`src/sv/tpd_pkg.sv`:
```
// ----------------------------------------------------------------------------
// Tree path distance package
// Shared widths, operation codes and the queued item record.
// ----------------------------------------------------------------------------
`default_nettype none

package tpd_pkg;

  localparam int NODE_W      = 12;
  localparam int DEPTH_W     = 12;
  localparam int IN_WEIGHT_W = 16;
  localparam int SUM_W       = 32;
  localparam int TABLE_DEPTH = 4096;
  localparam int S_TDATA_W   = 80;
  localparam int M_TDATA_W   = 32;
  localparam int QUEUE_DEPTH = 4;
  localparam int QPTR_W      = 2;

  localparam logic OP_WRITE = 1'b0;
  localparam logic OP_QUERY = 1'b1;

  typedef struct packed {
    logic                   operation;
    logic [NODE_W-1:0]      node;
    logic [NODE_W-1:0]      parent_node;
    logic [DEPTH_W-1:0]     node_depth;
    logic [IN_WEIGHT_W-1:0] edge_weight;
    logic [NODE_W-1:0]      query_from;
    logic [NODE_W-1:0]      query_to;
  } item_t;

endpackage

`default_nettype wire

```
`src/sv/tpd_front.sv`:
```
// ----------------------------------------------------------------------------
// Tree path distance front end
// Accepts input transactions, unpacks them into item records and holds them
// in a short queue until the walker takes them.
// ----------------------------------------------------------------------------
`default_nettype none

module tpd_front
  import tpd_pkg::*;
(
  input  wire logic                 clk,
  input  wire logic                 rst,
  input  wire logic                 s_tvalid,
  output logic                      s_tready,
  input  wire logic [S_TDATA_W-1:0] s_tdata,
  input  wire logic                 s_tuser,
  output logic                      item_valid,
  input  wire logic                 item_ready,
  output item_t                     item
);

  item_t                 queue [QUEUE_DEPTH];
  logic [QPTR_W-1:0]     wr_ptr;
  logic [QPTR_W-1:0]     rd_ptr;
  logic [QPTR_W:0]       count;
  item_t                 in_item;
  logic                  push;
  logic                  pop;

  always_comb begin
    in_item.operation   = s_tuser;
    in_item.node        = s_tdata[11:0];
    in_item.parent_node = s_tdata[23:12];
    in_item.node_depth  = s_tdata[35:24];
    in_item.edge_weight = s_tdata[51:36];
    in_item.query_from  = s_tdata[63:52];
    in_item.query_to    = s_tdata[75:64];
  end

  assign s_tready   = (count != (QPTR_W+1)'(QUEUE_DEPTH));
  assign item_valid = (count != '0);
  assign item       = queue[rd_ptr];
  assign push       = s_tvalid && s_tready;
  assign pop        = item_valid && item_ready;

  always_ff @(posedge clk) begin
    if (push) begin
      queue[wr_ptr] <= in_item;
    end
  end

  always_ff @(posedge clk) begin
    if (rst) begin
      wr_ptr <= '0;
      rd_ptr <= '0;
      count  <= '0;
    end else begin
      if (push) begin
        wr_ptr <= wr_ptr + 1'b1;
      end
      if (pop) begin
        rd_ptr <= rd_ptr + 1'b1;
      end
      case ({push, pop})
        2'b10:   count <= count + 1'b1;
        2'b01:   count <= count - 1'b1;
        default: count <= count;
      endcase
    end
  end

endmodule

`default_nettype wire

```
`config.mk`:
```
export PLATFORM = sky130hd
export DESIGN_NAME = tpd_front
export DESIGN_NICKNAME = d
export VERILOG_FILES = /design/src/sv/tpd_pkg.sv /design/src/sv/tpd_front.sv
export SDC_FILE = /design/constraint.sdc
export NUM_CORES = 1
export LEC_CHECK = 0
export BUFFER_PORTS_ARGS = -buffer_cell sky130_fd_sc_hd__buf_2
export CAP_MARGIN = 0
export CORE_ASPECT_RATIO = 1.5
export CORE_MARGIN = 1.5
export CORE_UTILIZATION = 38
export CTS_BUF_LIST = sky130_fd_sc_hd__clkbuf_4 sky130_fd_sc_hd__clkbuf_8
export CTS_CLUSTER_SIZE = 40
export DETAILED_ROUTE_END_ITERATION = 12
export MAX_ROUTING_LAYER = met4
export SLEW_MARGIN = 0
export SYNTH_ARGS = -nofsm -noshare
export SYNTH_HDL_FRONTEND = slang
export SYNTH_SLANG_ARGS = --single-unit
```
`constraint.sdc`:
```
create_clock -name clk -period 5.2 [get_ports clk]
set_input_delay 0.52 -clock clk [delete_from_list [all_inputs] [get_ports clk]]
set_output_delay 0.52 -clock clk [all_outputs]
set_load 0.05 [all_outputs]
```
# Word level (Yosys, flattened, before mapping)
# Memories as Yosys holds them, arrays and structs flattened. A register that Yosys moved wholly into a read port is not among the register bits.
# Cells that the tools add are included.
dict set report word_totals {
  register_bits 7
  ramBits 308
  input_bits 85
  out_inout_bits 79
  word_cells 20
  memories 1
}
# memory words width rd rd_clocked_by_memory_dff write_ports line
set mem_list {}
lappend mem_list {queue 4 77 1 1 1 tpd_front.sv:22} ;# item_t queue [QUEUE_DEPTH];
dict set report classes {
  add_sub_neg 4
  eq_ne 3
  muxes 5
  reduce_logical 4
}
# cell n
set ops {}
lappend ops {{case mux 3 bit (2 select lines)} 1}
lappend ops {{adder 2 x 1 -> 2 bit, second input constant} 2}
lappend ops {{2-to-1 mux 2 bit} 2}
lappend ops {{adder 3 x 1 -> 3 bit, second input constant} 1}
lappend ops {{inequality test 3 bit, second input constant} 1}
lappend ops {{nonzero test 3 bit} 1}
lappend ops {{subtractor 3 x 1 -> 3 bit, second input constant} 1}
lappend ops {{equality test 2 x 1 -> 1 bit, second input constant} 1}
lappend ops {{equality test 2 bit, second input constant} 1}
lappend ops {{logical AND 1 bit} 2}
lappend ops {{2-to-1 mux 1 bit} 2}
lappend ops {{nonzero test 2 bit} 1}

# Logic depth before layout (Yosys ltp)
# Gate-level depths: netlist of the first run.
dict set report logic_depth {
  depth_word 4
  ltp_mapped 9
  mapped_depth_nobuf 9
}

# Least setup slack after synthesis of the first run
# No wires, ideal clock.
dict set report synth_path {
  kind {input to register}
  startpoint {input s_tvalid}
  endpoint {memory queue[0][0] (netlist bit), enable pin}
  setup_ps 444
  arrival_ps 2730
  required_time_ps 4756
  path_slack_ps 2026
  path_stages 2
  n_path_buf 0
  cell_sequence {a21boi_1 > and2_1}
}
dict set report synth_between {
  elab_chain_cells 3
}
# element line
set synth_lines {}
lappend synth_lines {{start, declared} tpd_front.sv:13} ;# input wire logic s_tvalid,
lappend synth_lines {{logical AND 1 bit} tpd_front.sv:43} ;# assign push = s_tvalid && s_tready;
lappend synth_lines {{2-to-1 mux 1 bit} tpd_front.sv:47} ;# if (push) begin
lappend synth_lines {{2-to-1 mux 1 bit (implied by the code)} tpd_front.sv:48} ;# queue[wr_ptr] <= in_item;
lappend synth_lines {{end, declared} tpd_front.sv:22}
# No other way between the ends.

==> results of run 1 <==
power by group through the flow:
| stage | clock network [W] | logic, W | registers [W] |
|---|---|---|---|
| 2_1_floorplan | 0 | 0.00198 | 0.00319 |
| 3_3_place_gp | 0 | 0.00225 | 0.00333 |
| 3_5_place_dp | 0 | 0.00227 | 0.00335 |
| 4_1_cts | 0.00198 | 0.00228 | 0.00330 |
| 5_1_grt | 0.00208 | 0.00234 | 0.00332 |
| 6_report | 0.00190 | 0.00224 | 0.00328 |
stage by stage:
stage	std cells	power (W)	worst slack, ps	instance area (sq um)
final	1087	0.007417	1812	13720
after global routing	1086	0.007747	1544	13710
after CTS	1083	0.007562	1638	13710
after detailed placement	1002	0.005623	2260	12820
after global placement	1002	0.005584	2280	12820
after floorplan	455	0.005166	2026	11620
layer usage:
layer	GRT usage [%]	part of all wire (%)	vias up
li1	-	-	2340
met1	14.92	36	2786
met2	26.24	56	129
met3	3.417	4.9	48
met4	6.463	3.1	0
met5	-	0	-
path summary, 6_finish.rpt:
path                from      endpoint
max                 flop      item[65]
min          s_tdata[71]   queue[2][7]
max reg2reg     count[0]  queue[3][69]
min reg2reg    wr_ptr[1]     wr_ptr[1]
kinds of logic (layout without fill, tap and decap cells):
family                     Yosys count  after routing  synth area share (%)
adders and majority gates            6              6                0.7108
xor gates and xnor gates             4              4                0.3016
DFF                                317            317                 81.16
muxes                               79             79                 15.11
buffers and inverters               25            253                 1.616
AOI/OAI and AO/OA                    6              6                0.3447
other                                0              4                     0
and+or+nand+nor                     18             18                0.7538
worst reg2reg max path, delay by kind of cell (launching register included):
family | cells | cell delay (ps)
flip-flops | 1 | 420
buffers and inverters | 1 | 540
AND/OR/NAND/NOR | 2 | 890
AO/OA/AOI/OAI | 1 | 530
registers in the layout, indices dropped and copies added (netlist names), named ones only:
name / flops
rd_ptr: 2
queue: 308
count: 3
wr_ptr: 2
placed cells by master (no fill, tap or decap), types with 3 or more instances in the layout:
cell type   Yosys  routed
and2_4          0       4
buf_2           5     159
buf_4           4       7
clkbuf_4        0       8
clkbuf_8        0      46
clkinv_1        0      10
clkinv_2        0       7
clkinvlp_4      0       6
dfxtp_1         9       7
diode_2         0       4
edfxtp_1      308     308
ha_1            5       5
inv_1           6       6
mux4_2         77      77
nor2_1          9       9
xor2_1          3       3
final cells by class:
class / count / area (sq um)
clock buffer: 54 / 693.2
inverter: 6 / 22.52
sequential: 317 / 9437
clock inverter: 27 / 195.2
tap: 400 / 500.5
multi-input combinational: 113 / 2011
fill: 2583 / 16440
timing repair buffer: 166 / 848.3
antenna: 4 / 10.01
==> impl_metrics.ini, run 1 <==
[timing]
final-max-slew-violation-count = 0
period_share_pct = 65.16
worst_pin_slew_ps = 1008
fin_skew_ps = 26.51
grt_setup_unrepaired = no
setup_viol = 0
hold_violations = 0
slew_headroom_pct = 32.81
fmax_ghz = 0.2952
fin_tns_setup_ps = 0
fin_crit_ps = 3388
fin_hold_ws_ps = 157.3

[clock_network]
cts_tree = built
postCtsSetupBuffers = 0
numCtsBuffers = 46
hold_buffers = 0
clock_path_buffers = 3
clock-sinks = 317
cts_resized = 0
root_buffer = clkbuf_8
h-tree-depth = 2
clk_pin_slew_ps = 70
worst_skew_pair.late_latency_ps = 570

[critical_path]
critPathKind = flop to primary output
cp_max_fo = 47
path_cells = buf_4 > mux4_2 > buf_2
reg2reg_depth = 4
setup.worst_path.start_class = flop
critPathRequiredTime_ps = 4680
endpoint_kind = primary output
path_delay_family = flip-flops
cp.arrival_ps = 2870
crit_path_max_incr_delay_ps = 970
worst-path-buf-inv = 2
r2r_slack_ps = 2440
crit_slowest_cell = dfxtp_4
path_depth = 3

[drt]
post_drt_via_cell_ratio = 4.879
drc_errors = 0
ant_nets = 0
drt-initial-drc-count = 218
wl_per_cell_microns = 19.68
routed_wl_microns = 21400
num_vias = 5303
first_pass_iters = 4

[yosys]
synth_most_common_cell = edfxtp_1
syn_inst = 455
synth_edf_count = 308
synth_top_area_share_pct = 79.61
netlist_area_sq_um = 11620
avgSynthCellArea_sq_um = 25.53
ys_seq_area_share_pct = 81.16
synth_cell_types = 25
synth-seq-cells = 317
syn-num-nets = 546
synth_commonest_cells = edfxtp_1, mux4_2, dfxtp_1, nor2_1, inv_1
synthArstFlopShare_pct = 0
yosys_warnings = 0
synth_ff_type = edfxtp_1
yosys-top-cells-area = edfxtp_1, mux4_2, dfxtp_1, buf_12, ha_1
yosysTopAreaCell = edfxtp_1

[power]
leakage_nw = 4.547
netSwitchingFraction_pct = 35.41
p_int_w = 0.004791
ir_worst_vdd_v = 0.0003223
combinationalPowerShare_pct = 30.1
clockPowerShare_pct = 25.7
p_switching_w = 0.002626
seq_power_share_pct = 44.2
p_per_area_nw_per_um2 = 540.7

[outcome]
status = finished clean

[floorplanning]
start_util_pct = 38.52
die_w_microns = 145.8
die_area_sq_um = 31650
core_sq_um = 30160
die_h_microns = 217.1
ioPinCount = 164
row_count = 78

[global_routing]
grt_pass1_vias = 6141
antenna_found_initial = 3
grt.overflow.total = 0
grt.total_usage_pct = 14.52
grt_pass1_wl_microns = 33470
grt_max_degree = 60

[worst_hold_path]
whs_path_depth = 1
hold_class = primary input to flop

[layout]
drive_gt1_share_pct = 47.00
final_util_pct = 45.49
nNetsFinal = 741
synthToLayoutAreaGrowth_pct = 18.07

[place]
hpwlAfterDp_microns = 12680
portBuffers = 159
gp_congestion = 0.6734

[run]
maxCapViolCount = 0
No activity file was read; power rests on OpenSTA's default activity.
==> run 2: changes to the inputs <==
- clock period: 5.2 -> 3.09 ns (I/O delays scaled with it)
==> impl_metrics.ini, run 2 (synthesis gave the netlist of run 1 again) <==
[outcome]
status = finished clean

[drt]
post_drt_via_cell_ratio = 4.838
wl_per_cell_microns = 19.53
first_pass_iters = 4
routed_wl_microns = 23030
ant_nets = 0
num_vias = 5704
drt-initial-drc-count = 260
drc_errors = 0

[critical_path]
endpoint_kind = primary output
critPathKind = flop to primary output
setup.worst_path.start_class = flop
critPathRequiredTime_ps = 2780
cp_max_fo = 38
cp.arrival_ps = 2270
r2r-start = count[0]

[timing]
grt_setup_unrepaired = no
worst_pin_slew_ps = 663.1
setup_viol = 0
final-max-slew-violation-count = 0
fin_skew_ps = 17.89
fmax_ghz = 0.3874
hold_violations = 0
period_share_pct = 83.54
fin_crit_ps = 2581
slew_headroom_pct = 55.70
fin_tns_setup_ps = 0

[clock_network]
clock-sinks = 317
hold_buffers = 78
root_buffer = clkbuf_8
worst_skew_pair.late_latency_ps = 580
h-tree-depth = 2
numCtsBuffers = 48
clk_pin_slew_ps = 60
cts_resized = 0
cts_tree = built
postCtsSetupBuffers = 0
clock_path_buffers = 3

[global_routing]
grt_pass1_vias = 6424
grt_max_degree = 47
grt.total_usage_pct = 15.38
antenna_found_initial = 3
grt_pass1_wl_microns = 35130
grt.overflow.total = 0

[floorplanning]
row_count = 78
core_sq_um = 30160
die_w_microns = 145.8
die_area_sq_um = 31650
start_util_pct = 38.52
die_h_microns = 217.1
ioPinCount = 164

[layout]
register_area_sq_um = 9437
multi_input_area_sq_um = 2011
drive_gt1_share_pct = 43.61
fillers = 2472
synthToLayoutAreaGrowth_pct = 27.31
nNetsFinal = 828
final_common_cell = edfxtp_1
largest_register_ff_count = 308
final_cell_mix = edfxtp_1, buf_2, dlygate4sd3_1, mux4_2, clkbuf_8
top_regs = queue x308, count x3
top_register = queue

[power]
power_w = 0.01308
leakage_nw = 5.029
ir_worst_vdd_v = 0.0005549
p_per_area_nw_per_um2 = 884.3

[place]
gp_congestion = 0.7735
portBuffers = 159
hpwlAfterDp_microns = 13770

[worst_hold_path]
hp-start = item_ready
hold_class = primary input to flop

[run]
maxCapViolCount = 0
[run 2: per-stage QoR]
step	instances	worst slack (ps)	cell area [sq um]	util (%)	hold WS, ps
after global placement	1009	1009	12970	43.01	489.2
final	1179	508.6	14790	49.05	194.2
after global routing	1178	363.9	14790	49.04	169.9
after CTS	1175	429.6	14780	49.01	141.8
after detailed placement	1009	790.9	12970	43.01	525.9
after floorplan	455	822.7	11620	-	407.9
[run 2: report_power, final]
| part | total (W) | internal (W) | leakage (nW) | switching [W] |
|---|---|---|---|---|
| Combinational | 0.00414 | 0.00134 | 1.58 | 0.00280 |
| Sequential | 0.00536 | 0.00519 | 2.90 | 0.000173 |
| Clock | 0.00358 | 0.00206 | 0.544 | 0.00152 |
| Total | 0.0131 | 0.00859 | 5.03 | 0.00449 |
[run 2: worst paths after layout]
kind | slack (ps) | cells after the start | to
worst max-delay path | 510 | 3 | item[29]
worst min-delay path | 190 | 4 | flop
worst max register to register | 790 | 9 | count[2]
worst min register to register | 530 | 2 | flop
[run 2: worst max-delay path, cell delays in order (launching register included)]
cell	delay, ps
dfxtp_4	780
buf_4	340
mux4_2	350
buf_2	230
[run 2: layout make-up]
cell class | count | area share [%]
antenna | 4 | 0.06768
clock buffer | 71 | 5.888
clock inverter | 17 | 1.066
inverter | 6 | 0.1523
multi-input combinational | 113 | 13.59
sequential | 317 | 63.80
tap | 400 | 3.384
timing repair buffer | 251 | 12.05
[run 2: layer usage]
metal / routed length (microns) / up-vias / GRT usage [%]
met5: 0 / - / -
met4: 697 / 0 / 6.667
met3: 1095 / 57 / 3.480
met2: 12640 / 152 / 27.70
met1: 8595 / 2977 / 16.06
li1: - / 2518 / -
